[src/rtl/rpu_pkg.sv]
// Shared types, constants and functions of the raw pixel unpacker.
package rpu_pkg;

    localparam int COORD_BITS_DEF  = 16;
    localparam int QUEUE_DEPTH_DEF = 4;

    localparam logic [1:0] REG_FORMAT = 2'd0;
    localparam logic [1:0] REG_WIDTH  = 2'd1;
    localparam logic [1:0] REG_HEIGHT = 2'd2;

    localparam logic [15:0] WIDTH_RST  = 16'd640;
    localparam logic [15:0] HEIGHT_RST = 16'd480;

    typedef enum logic [3:0] {
        FMT_BW1    = 4'd0,
        FMT_BW2    = 4'd1,
        FMT_BW4    = 4'd2,
        FMT_BW8    = 4'd3,
        FMT_BW16   = 4'd4,
        FMT_BWA8   = 4'd5,
        FMT_BWA16  = 4'd6,
        FMT_R8     = 4'd7,
        FMT_R16    = 4'd8,
        FMT_RG8    = 4'd9,
        FMT_RG16   = 4'd10,
        FMT_RGB8   = 4'd11,
        FMT_RGB16  = 4'd12,
        FMT_RGBA8  = 4'd13,
        FMT_RGBA16 = 4'd14
    } t_fmt;

    typedef struct packed {
        t_fmt        fmt;
        logic [63:0] word;
    } t_item;

    localparam int ITEM_W = $bits(t_item);

    typedef struct packed {
        logic [15:0] width;
        logic [15:0] height;
    } t_geom;

    typedef struct packed {
        logic [7:0]  red;
        logic [7:0]  green;
        logic [7:0]  blue;
        logic [7:0]  alpha;
        logic [15:0] column;
        logic [15:0] row;
        logic        frame_end;
        logic        last;
    } t_pixel;

    function automatic logic [3:0] pixel_bytes(input t_fmt f);
        logic [3:0] n;
        n = 4'd1;
        unique case (f) inside
            FMT_BW8, FMT_R8:                         n = 4'd1;
            FMT_BW16, FMT_BWA8, FMT_R16, FMT_RG8:    n = 4'd2;
            FMT_BWA16, FMT_RG16, FMT_RGBA8:          n = 4'd4;
            FMT_RGB8:                                n = 4'd3;
            FMT_RGB16:                               n = 4'd6;
            FMT_RGBA16:                              n = 4'd8;
            default:                                 n = 4'd1;
        endcase
        return n;
    endfunction

    // round(v / 257) as floor((v + 128) / 257), reciprocal 0xFF01 / 2^24
    function automatic logic [7:0] scale16(input logic [15:0] v);
        logic [16:0] x;
        logic [32:0] p;
        x = {1'b0, v} + 17'd128;
        p = 33'(x) * 33'(17'd65281);
        return p[31:24];
    endfunction

endpackage

[src/rtl/rpu_queue.sv]
// Small first-in first-out queue of work items between front and back.
module rpu_queue #(
    parameter int WIDTH = rpu_pkg::ITEM_W,
    parameter int DEPTH = rpu_pkg::QUEUE_DEPTH_DEF
) (
    input  logic             i_clk,
    input  logic             i_rst_n,
    input  logic             i_push,
    input  logic [WIDTH-1:0] i_data,
    output logic             o_full,
    input  logic             i_pop,
    output logic [WIDTH-1:0] o_data,
    output logic             o_empty
);

    localparam int PTR_W = (DEPTH > 1) ? $clog2(DEPTH) : 1;
    localparam int CNT_W = $clog2(DEPTH + 1);

    logic [WIDTH-1:0] r_mem [DEPTH];
    logic [PTR_W-1:0] r_wr, n_wr;
    logic [PTR_W-1:0] r_rd, n_rd;
    logic [CNT_W-1:0] r_cnt, n_cnt;
    logic             do_push;
    logic             do_pop;

    assign o_full  = (r_cnt == CNT_W'(DEPTH));
    assign o_empty = (r_cnt == '0);
    assign o_data  = r_mem[r_rd];
    assign do_push = i_push && !o_full;
    assign do_pop  = i_pop && !o_empty;

    always_comb begin
        n_wr  = r_wr;
        n_rd  = r_rd;
        n_cnt = r_cnt;
        if (do_push) begin
            n_wr = (r_wr == PTR_W'(DEPTH - 1)) ? '0 : r_wr + PTR_W'(1);
        end
        if (do_pop) begin
            n_rd = (r_rd == PTR_W'(DEPTH - 1)) ? '0 : r_rd + PTR_W'(1);
        end
        if (do_push && !do_pop) begin
            n_cnt = r_cnt + CNT_W'(1);
        end else if (!do_push && do_pop) begin
            n_cnt = r_cnt - CNT_W'(1);
        end
    end

    always_ff @(posedge i_clk) begin
        if (!i_rst_n) begin
            r_wr  <= '0;
            r_rd  <= '0;
            r_cnt <= '0;
        end else begin
            r_wr  <= n_wr;
            r_rd  <= n_rd;
            r_cnt <= n_cnt;
        end
    end

    always_ff @(posedge i_clk) begin
        if (do_push) begin
            r_mem[r_wr] <= i_data;
        end
    end

endmodule

[src/rtl/rpu_front.sv]
// Front end: configuration registers, byte gathering and work item issue.
module rpu_front (
    input  logic              i_clk,
    input  logic              i_rst_n,
    input  logic              i_cfg_we,
    input  logic [1:0]        i_cfg_index,
    input  logic [15:0]       i_cfg_data,
    input  logic              i_push,
    input  logic [7:0]        i_data_byte,
    input  logic              i_q_full,
    output logic              o_item_valid,
    output rpu_pkg::t_item    o_item,
    output rpu_pkg::t_geom    o_geom,
    output logic              o_clear
);

    rpu_pkg::t_fmt r_fmt, n_fmt;
    logic [15:0]   r_width, n_width;
    logic [15:0]   r_height, n_height;
    logic [55:0]   r_gather, n_gather;
    logic [2:0]    r_held, n_held;
    logic          take;
    logic          is_sub;
    logic [3:0]    need;

    assign take    = i_push && !i_q_full;
    assign o_clear = i_cfg_we && (i_cfg_index == rpu_pkg::REG_FORMAT ||
                                  i_cfg_index == rpu_pkg::REG_WIDTH  ||
                                  i_cfg_index == rpu_pkg::REG_HEIGHT);
    assign is_sub  = (r_fmt == rpu_pkg::FMT_BW1) || (r_fmt == rpu_pkg::FMT_BW2) ||
                     (r_fmt == rpu_pkg::FMT_BW4);
    assign need    = rpu_pkg::pixel_bytes(r_fmt);
    assign o_geom  = '{width: r_width, height: r_height};

    always_comb begin
        n_fmt        = r_fmt;
        n_width      = r_width;
        n_height     = r_height;
        n_gather     = r_gather;
        n_held       = r_held;
        o_item_valid = 1'b0;
        o_item.fmt   = r_fmt;
        o_item.word  = {8'd0, r_gather} | (64'(i_data_byte) << {r_held, 3'b000});
        if (o_clear) begin
            n_gather = '0;
            n_held   = '0;
            if (i_cfg_index == rpu_pkg::REG_FORMAT) begin
                n_fmt = rpu_pkg::t_fmt'(i_cfg_data[3:0]);
            end else if (i_cfg_index == rpu_pkg::REG_WIDTH) begin
                n_width = i_cfg_data;
            end else begin
                n_height = i_cfg_data;
            end
        end else if (take) begin
            if (is_sub) begin
                o_item_valid = 1'b1;
                o_item.word  = 64'(i_data_byte);
            end else if (r_fmt <= rpu_pkg::FMT_RGBA16) begin
                if ({1'b0, r_held} + 4'd1 < need) begin
                    n_gather = r_gather | (56'(i_data_byte) << {r_held, 3'b000});
                    n_held   = r_held + 3'd1;
                end else begin
                    o_item_valid = 1'b1;
                    n_gather     = '0;
                    n_held       = '0;
                end
            end
        end
    end

    always_ff @(posedge i_clk) begin
        if (!i_rst_n) begin
            r_fmt    <= rpu_pkg::FMT_RGBA8;
            r_width  <= rpu_pkg::WIDTH_RST;
            r_height <= rpu_pkg::HEIGHT_RST;
            r_gather <= '0;
            r_held   <= '0;
        end else begin
            r_fmt    <= n_fmt;
            r_width  <= n_width;
            r_height <= n_height;
            r_gather <= n_gather;
            r_held   <= n_held;
        end
    end

endmodule

[src/rtl/rpu_back.sv]
// Back end: pixel expansion, channel scaling, position tracking, output register.
module rpu_back #(
    parameter int COORD_BITS = rpu_pkg::COORD_BITS_DEF
) (
    input  logic             i_clk,
    input  logic             i_rst_n,
    input  logic             i_clear,
    input  rpu_pkg::t_geom   i_geom,
    input  logic             i_item_valid,
    input  rpu_pkg::t_item   i_item,
    output logic             o_item_take,
    input  logic             i_pop,
    output logic             o_valid,
    output rpu_pkg::t_pixel  o_pixel
);

    logic [COORD_BITS-1:0] r_col, n_col;
    logic [COORD_BITS-1:0] r_row, n_row;
    logic [2:0]            r_pos, n_pos;
    logic                  r_ov, n_ov;
    rpu_pkg::t_pixel       r_pix, n_pix;

    logic [COORD_BITS-1:0] col_max;
    logic [COORD_BITS-1:0] row_max;
    logic                  emit;
    logic                  is_sub;
    logic                  sub_last;
    logic                  col_last;
    logic                  fend;
    logic                  done;
    logic [2:0]            amt;
    logic [7:0]            shifted;
    logic [7:0]            grey;
    logic [63:0]           w;
    logic [7:0]            s0, s1, s2, s3;
    logic [7:0]            ch_r, ch_g, ch_b, ch_a;

    function automatic logic [COORD_BITS-1:0] last_index(input logic [15:0] v);
        logic [15:0] vm;
        logic [COORD_BITS-1:0] res;
        vm = v - 16'd1;
        if (v == 16'd0) begin
            res = '0;
        end else if ((17'(vm) >> COORD_BITS) != 17'd0) begin
            res = '1;
        end else begin
            res = vm[COORD_BITS-1:0];
        end
        return res;
    endfunction

    assign col_max  = last_index(i_geom.width);
    assign row_max  = last_index(i_geom.height);
    assign emit     = i_item_valid && (!r_ov || i_pop);
    assign is_sub   = (i_item.fmt == rpu_pkg::FMT_BW1) || (i_item.fmt == rpu_pkg::FMT_BW2) ||
                      (i_item.fmt == rpu_pkg::FMT_BW4);
    assign amt      = 3'({2'b00, r_pos} << i_item.fmt[1:0]);
    assign sub_last = (r_pos == 3'(3'd7 >> i_item.fmt[1:0]));
    assign col_last = (r_col >= col_max);
    assign fend     = col_last && (r_row >= row_max);
    assign done     = !is_sub || sub_last || fend;
    assign o_item_take = emit && done;
    assign w        = i_item.word;
    assign shifted  = w[7:0] >> amt;
    assign s0       = rpu_pkg::scale16(w[15:0]);
    assign s1       = rpu_pkg::scale16(w[31:16]);
    assign s2       = rpu_pkg::scale16(w[47:32]);
    assign s3       = rpu_pkg::scale16(w[63:48]);

    always_comb begin
        case (i_item.fmt)
            rpu_pkg::FMT_BW1: grey = {8{shifted[0]}};
            rpu_pkg::FMT_BW2: grey = {4{shifted[1:0]}};
            default:          grey = {2{shifted[3:0]}};
        endcase
    end

    always_comb begin
        ch_r = 8'd0;
        ch_g = 8'd0;
        ch_b = 8'd0;
        ch_a = 8'd255;
        unique case (i_item.fmt) inside
            rpu_pkg::FMT_BW1, rpu_pkg::FMT_BW2, rpu_pkg::FMT_BW4: begin
                ch_r = grey; ch_g = grey; ch_b = grey;
            end
            rpu_pkg::FMT_BW8: begin
                ch_r = w[7:0]; ch_g = w[7:0]; ch_b = w[7:0];
            end
            rpu_pkg::FMT_BW16: begin
                ch_r = s0; ch_g = s0; ch_b = s0;
            end
            rpu_pkg::FMT_BWA8: begin
                ch_r = w[7:0]; ch_g = w[7:0]; ch_b = w[7:0]; ch_a = w[15:8];
            end
            rpu_pkg::FMT_BWA16: begin
                ch_r = s0; ch_g = s0; ch_b = s0; ch_a = s1;
            end
            rpu_pkg::FMT_R8:  ch_r = w[7:0];
            rpu_pkg::FMT_R16: ch_r = s0;
            rpu_pkg::FMT_RG8: begin
                ch_r = w[7:0]; ch_g = w[15:8];
            end
            rpu_pkg::FMT_RG16: begin
                ch_r = s0; ch_g = s1;
            end
            rpu_pkg::FMT_RGB8: begin
                ch_r = w[7:0]; ch_g = w[15:8]; ch_b = w[23:16];
            end
            rpu_pkg::FMT_RGB16: begin
                ch_r = s0; ch_g = s1; ch_b = s2;
            end
            rpu_pkg::FMT_RGBA8: begin
                ch_r = w[7:0]; ch_g = w[15:8]; ch_b = w[23:16]; ch_a = w[31:24];
            end
            default: begin
                ch_r = s0; ch_g = s1; ch_b = s2; ch_a = s3;
            end
        endcase
    end

    always_comb begin
        n_col = r_col;
        n_row = r_row;
        n_pos = r_pos;
        n_ov  = r_ov;
        n_pix = r_pix;
        if (i_clear) begin
            n_col = '0;
            n_row = '0;
            n_pos = '0;
        end else if (emit) begin
            n_ov            = 1'b1;
            n_pix.red       = ch_r;
            n_pix.green     = ch_g;
            n_pix.blue      = ch_b;
            n_pix.alpha     = ch_a;
            n_pix.column    = 16'(r_col);
            n_pix.row       = 16'(r_row);
            n_pix.frame_end = fend;
            n_pix.last      = done;
            n_pos           = done ? 3'd0 : r_pos + 3'd1;
            if (col_last) begin
                n_col = '0;
                n_row = fend ? '0 : r_row + COORD_BITS'(1);
            end else begin
                n_col = r_col + COORD_BITS'(1);
            end
        end else if (i_pop) begin
            n_ov = 1'b0;
        end
    end

    always_ff @(posedge i_clk) begin
        if (!i_rst_n) begin
            r_col <= '0;
            r_row <= '0;
            r_pos <= '0;
            r_ov  <= 1'b0;
        end else begin
            r_col <= n_col;
            r_row <= n_row;
            r_pos <= n_pos;
            r_ov  <= n_ov;
        end
    end

    always_ff @(posedge i_clk) begin
        r_pix <= n_pix;
    end

    assign o_valid = r_ov;
    assign o_pixel = r_pix;

endmodule

[src/rtl/raw_pixel_unpacker_to_rgba8_top.sv]
// Top level of the raw pixel unpacker: packed raw bytes in, RGBA8 pixels out.
//
// Bytes go in through a queue-style port (push/full) and RGBA8 pixels come out
// through another (empty/pop), each pixel with its column, row, end-of-frame
// and last-of-byte flags. The front end takes one byte per cycle whenever the
// work queue has room, gathering multi-byte pixels; the back end emits one
// pixel per cycle, while the output register is empty or popped, from the
// head of the work queue into that register. A byte of a 1-, 2- or 4-bit grey
// format yields 8, 4 or 2 pixels and holds the back end until they are out
// (fewer at a frame end); every other format yields at most one pixel per byte,
// so bytes stream at one per cycle while the output is popped. Configuration
// writes clear the gather state and the pixel position; write them only while
// no work is pending.
module raw_pixel_unpacker_to_rgba8_top #(
    parameter int COORD_BITS  = rpu_pkg::COORD_BITS_DEF,
    parameter int QUEUE_DEPTH = rpu_pkg::QUEUE_DEPTH_DEF
) (
    input  logic        i_clk,
    input  logic        i_rst_n,
    input  logic        i_cfg_we,
    input  logic [1:0]  i_cfg_index,
    input  logic [15:0] i_cfg_data,
    input  logic        push,
    output logic        full,
    input  logic [7:0]  i_data_byte,
    output logic        empty,
    input  logic        pop,
    output logic [7:0]  o_red,
    output logic [7:0]  o_green,
    output logic [7:0]  o_blue,
    output logic [7:0]  o_alpha,
    output logic [15:0] o_column,
    output logic [15:0] o_row,
    output logic        o_frame_end,
    output logic        o_last
);

    logic            fr_valid;
    rpu_pkg::t_item  fr_item;
    rpu_pkg::t_geom  geom;
    logic            clear;
    logic            q_full;
    logic            q_empty;
    rpu_pkg::t_item  q_item;
    logic            q_take;
    logic            out_valid;
    rpu_pkg::t_pixel pix;

    rpu_front u_front (
        .i_clk        (i_clk),
        .i_rst_n      (i_rst_n),
        .i_cfg_we     (i_cfg_we),
        .i_cfg_index  (i_cfg_index),
        .i_cfg_data   (i_cfg_data),
        .i_push       (push),
        .i_data_byte  (i_data_byte),
        .i_q_full     (q_full),
        .o_item_valid (fr_valid),
        .o_item       (fr_item),
        .o_geom       (geom),
        .o_clear      (clear)
    );

    rpu_queue #(
        .WIDTH (rpu_pkg::ITEM_W),
        .DEPTH (QUEUE_DEPTH)
    ) u_queue (
        .i_clk   (i_clk),
        .i_rst_n (i_rst_n),
        .i_push  (fr_valid),
        .i_data  (fr_item),
        .o_full  (q_full),
        .i_pop   (q_take),
        .o_data  (q_item),
        .o_empty (q_empty)
    );

    rpu_back #(
        .COORD_BITS (COORD_BITS)
    ) u_back (
        .i_clk        (i_clk),
        .i_rst_n      (i_rst_n),
        .i_clear      (clear),
        .i_geom       (geom),
        .i_item_valid (!q_empty),
        .i_item       (q_item),
        .o_item_take  (q_take),
        .i_pop        (pop),
        .o_valid      (out_valid),
        .o_pixel      (pix)
    );

    assign full        = q_full;
    assign empty       = !out_valid;
    assign o_red       = pix.red;
    assign o_green     = pix.green;
    assign o_blue      = pix.blue;
    assign o_alpha     = pix.alpha;
    assign o_column    = pix.column;
    assign o_row       = pix.row;
    assign o_frame_end = pix.frame_end;
    assign o_last      = pix.last;

endmodule
[config.mk]
export PLATFORM = sky130hd
export DESIGN_NAME = raw_pixel_unpacker_to_rgba8_top
export DESIGN_NICKNAME = d
export VERILOG_FILES = /design/src/rtl/rpu_pkg.sv /design/src/rtl/rpu_queue.sv /design/src/rtl/rpu_front.sv /design/src/rtl/rpu_back.sv /design/src/rtl/raw_pixel_unpacker_to_rgba8_top.sv
export SDC_FILE = /design/constraint.sdc
export NUM_CORES = 2
export LEC_CHECK = 0
export BUFFER_PORTS_ARGS = -buffer_cell sky130_fd_sc_hd__buf_2
export CORE_ASPECT_RATIO = 1.1
export CORE_MARGIN = 1
export CORE_UTILIZATION = 55
export DETAILED_ROUTE_END_ITERATION = 12
export GPL_ROUTABILITY_DRIVEN = 1
export PLACE_DENSITY_LB_ADDON = 0.12
export SLEW_MARGIN = 40
export SYNTH_ARGS = -nofsm -noshare
export SYNTH_HDL_FRONTEND = slang
export SYNTH_HIERARCHICAL = 1
export SYNTH_SLANG_ARGS = --single-unit
[constraint.sdc]
create_clock -name i_clk -period 8 [get_ports i_clk]
set_clock_uncertainty 0.1 [all_clocks]
set_input_delay 0.4 -clock i_clk [delete_from_list [all_inputs] [get_ports i_clk]]
set_output_delay 0.4 -clock i_clk [all_outputs]
set_load 0.1 [all_outputs]
==> results.json <==
{
  "status": "finished with violations",
  "violations": "DRC",
  "start_util_pct": 55.8,
  "htree_levels": 2,
  "cts_tree": "yes",
  "synth-edff-count": 338,
  "hold_viol_final": 0,
  "vias": 24100,
  "viasPerCell": 5.69,
  "drt_pass1_iterations": 11,
  "worst-setup-path-type": "reg2reg",
  "critPathMaxFanout": 13,
  "slew_headroom_pct": 43.3,
  "synth-simple-area-share_pct": 9.72,
  "max_stage_delay_ps": 630,
  "netlist_instances": 3213,
  "wl_per_cell_um": 20.4,
  "antenna_found_initial": 0,
  "finalSetupTns_ps": 0,
  "grt_pass1_wl_um": 137000,
  "tightest_slew_ps": 850,
  "ant_nets": 0,
  "rows": 98,
  "synthXorXnorAreaFrac_pct": 3.85,
  "core_um2": 65200,
  "fin_crit_ps": 7670,
  "drive_gt1_share_pct": 12.0,
  "drv_slew": 0,
  "seq_area_um2": 13000,
  "cp_top_family": "adder cells",
  "insertion_delay_ps": 640,
  "synth_seq_cells": 478,
  "cpMostUsedCell": "fa_1",
  "synthMuxAreaShare_pct": 4.83,
  "avgSynthCellArea_um2": 11.3,
  "ios": 99,
  "crit_chain": "buf_4 -> buf_4 -> mux4_2 -> and3_1 -> nand3_1 -> xnor2_1 -> inv_1 -> fa_1 -> fa_1 -> inv_1 -> fa_1 -> fa_1 -> ha_1 -> ha_1 -> ha_1 -> inv_1 -> nor3_1 -> nand4_1 -> a21boi_1 -> o41ai_1 -> xnor2_1 -> a22oi_1",
  "pre_cts_slack_ps": 166,
  "die_h_um": 272,
  "grt_max_degree": 67,
  "cts_sinks": 478,
  "syn_area_um2": 36400,
  "nets": 4094,
  "cts.clk_slew.worst_paths_ps": 60,
  "drtIter0Drc": 1764,
  "globalplace.congestion": 0.931,
  "arrival_ps": 7880,
  "synth_top_area_share_pct": 27.9,
  "critPathCapture": "u_back/o_pixel[49]",
  "grtUsageTotal_pct": 26.2,
  "min_path_type": "in2reg",
  "place.port_buffers": 98,
  "r2r_setup_slack_ps": 330,
  "synthTopCellsByArea": "edfxtp_1, fa_1, ha_1, dfxtp_1, inv_1",
  "finalCritPeriodShare_pct": 95.8,
  "drc": 6,
  "synth_compound_area_share_pct": 8.08,
  "rsz0062_at_grt": "false",
  "synth-adder-area-share_pct": 31.0,
  "overflow": 0,
  "cts.path.max_buffers": 3,
  "hold_depth": 4,
  "worstPathRequired_ps": 8210,
  "async_reset_ff_share_pct": 0,
  "multi_input_area_um2": 21000,
  "fmax_ghz": 0.130,
  "yosys.cell_types.count": 89,
  "antennaDiodeCount": 0,
  "critPathCaptureType": "flop",
  "areaGrowthSynthToFinish_pct": 9.68,
  "finalSetupViolCount": 0,
  "die-area_um2": 67200,
  "fp.dieW_um": 247,
  "nFillCells": 5259,
  "max_cap_viol_count": 0,
  "dp_hpwl_um": 67900,
  "synth_area_leader_cell": "edfxtp_1",
  "slowest_stage": "fa_1",
  "holdCritStartpoint": "pop",
  "worstPathBufferInverterCount": 5,
  "crit_cells": 22,
  "reg2reg_depth": 22,
  "grt_pass1_vias": 24900,
  "yosysSeqAreaShare_pct": 35.6,
  "finalWirelength_um": 86300,
  "finalWorstSetupSlack_ps": 333,
  "synth_top_family_by_area": "adder cells",
  "cts_made_buffers": 50,
  "r2r_end": "u_back/o_pixel[49]",
  "worst_setup_path_start_kind": "flop",
  "yosysWarnings": 6,
  "cts_root_buffer": "clkbuf_16",
  "ys.flop_type": "edfxtp_1",
  "syn_nets": 3967
}
## flip-flops by register name, indices dropped and copies added (netlist names), 4 cells and up, named ones only
signal / flops
u_front/r_width: 16
u_back/r_row: 16
u_front/r_fmt: 4
u_front/r_height: 16
u_back/r_col: 16
u_back/o_pixel: 66
u_front/r_gather: 56
u_queue/r_mem: 272
## worst min-delay path, delay by kind of cell
kind                   cells  cell delay (ps)
AO/OA/AOI/OAI              2              250
buffers and inverters      2              160
## placed cells by master (no fill, tap or decap), drive strengths merged, types with 13 or more instances in the layout
cell         instances
inv                515
ha                 423
edfxtp             338
fa                 300
nand2              204
a21oi              176
buf                171
nor2               152
dfxtp              140
xnor2              100
nor3                87
mux4                68
xor2                60
o21ai               60
clkbuf              60
nand3               56
a21boi              37
nor2b               29
a21o                27
nand2b              27
and2                24
nand4               22
a211oi              21
clkinv              20
and3                19
nor4                18
mux2i               17
dlygate4sd3         16
o22ai               14
o211ai              13
## layout make-up
| class | count | area share (%) |
|---|---|---|
| Tap cell | 850 | 2.66 |
| Clock inverter | 33 | 0.993 |
| Inverter | 511 | 4.80 |
| Multi-Input combinational cell | 2112 | 52.6 |
| Clock buffer | 60 | 3.36 |
| Sequential cell | 478 | 32.4 |
| Timing Repair Buffer | 187 | 3.11 |
## how the worst min path moves through the flow
stage	end	slack, ps
floorplan	u_front/r_width[12]	350
global placement	u_front/r_width[12]	380
detailed placement	u_front/r_width[12]	380
CTS	u_back/o_valid	70
global route	u_front/r_fmt[2]	120
finish	u_back/o_valid	120
## what timing repair did
| action | in CTS | in global routing |
|---|---|---|
| endpoints found under the setup margin | 0 | 9 |
| buffers inserted | 0 | 9 |
| gates resized for setup | 0 | 4 |
| hold buffers | 16 | 0 |
| endpoints found under the hold margin | 36 | 0 |
## layer usage
| layer | vias up | wire, um | GRT usage (%) |
|---|---|---|---|
| met4 | 0 | 2150 | 6.78 |
| met1 | 12000 | 39500 | 37.8 |
| met3 | 126 | 3920 | 2.45 |
| met2 | 616 | 40700 | 42.7 |
| li1 | 11300 | - | - |
| met5 | - | 0 | 0 |
## synth_stat cells (58+ instances only)
| cell | count |
|---|---|
| inv_1 | 510 |
| xnor2_1 | 100 |
| dfxtp_1 | 140 |
| ha_1 | 423 |
| clkbuf_1 | 58 |
| edfxtp_1 | 338 |
| mux4_2 | 68 |
| a21oi_1 | 175 |
| nor2_1 | 152 |
| xor2_1 | 60 |
| nand2_1 | 204 |
| fa_1 | 300 |
## cell families (layout without fill, tap and decap cells)
family,Yosys count,in the layout
DFF,478,478
buffers and inverters,623,791
and+or+nand+nor,684,684
AOI/OAI and AO/OA,455,455
adders and majority gates,723,723
xor gates and xnor gates,160,160
muxes,90,90
## through the flow
stage | utilization [%] | cells | instance area (um^2) | hold slack, ps
3_3_place_gp | 58.1 | 4110 | 37900 | 377
2_1_floorplan | - | 3213 | 36400 | 352
3_5_place_dp | 58.1 | 4113 | 37900 | 381
4_1_cts | 61.0 | 4222 | 39800 | 69.3
6_report | 61.2 | 4231 | 39900 | 117
5_1_grt | 61.2 | 4231 | 39900 | 124
Power is left out: the tool's default activity adds up to more than one toggle a clock period on the data nets, which glitch-free logic cannot reach.
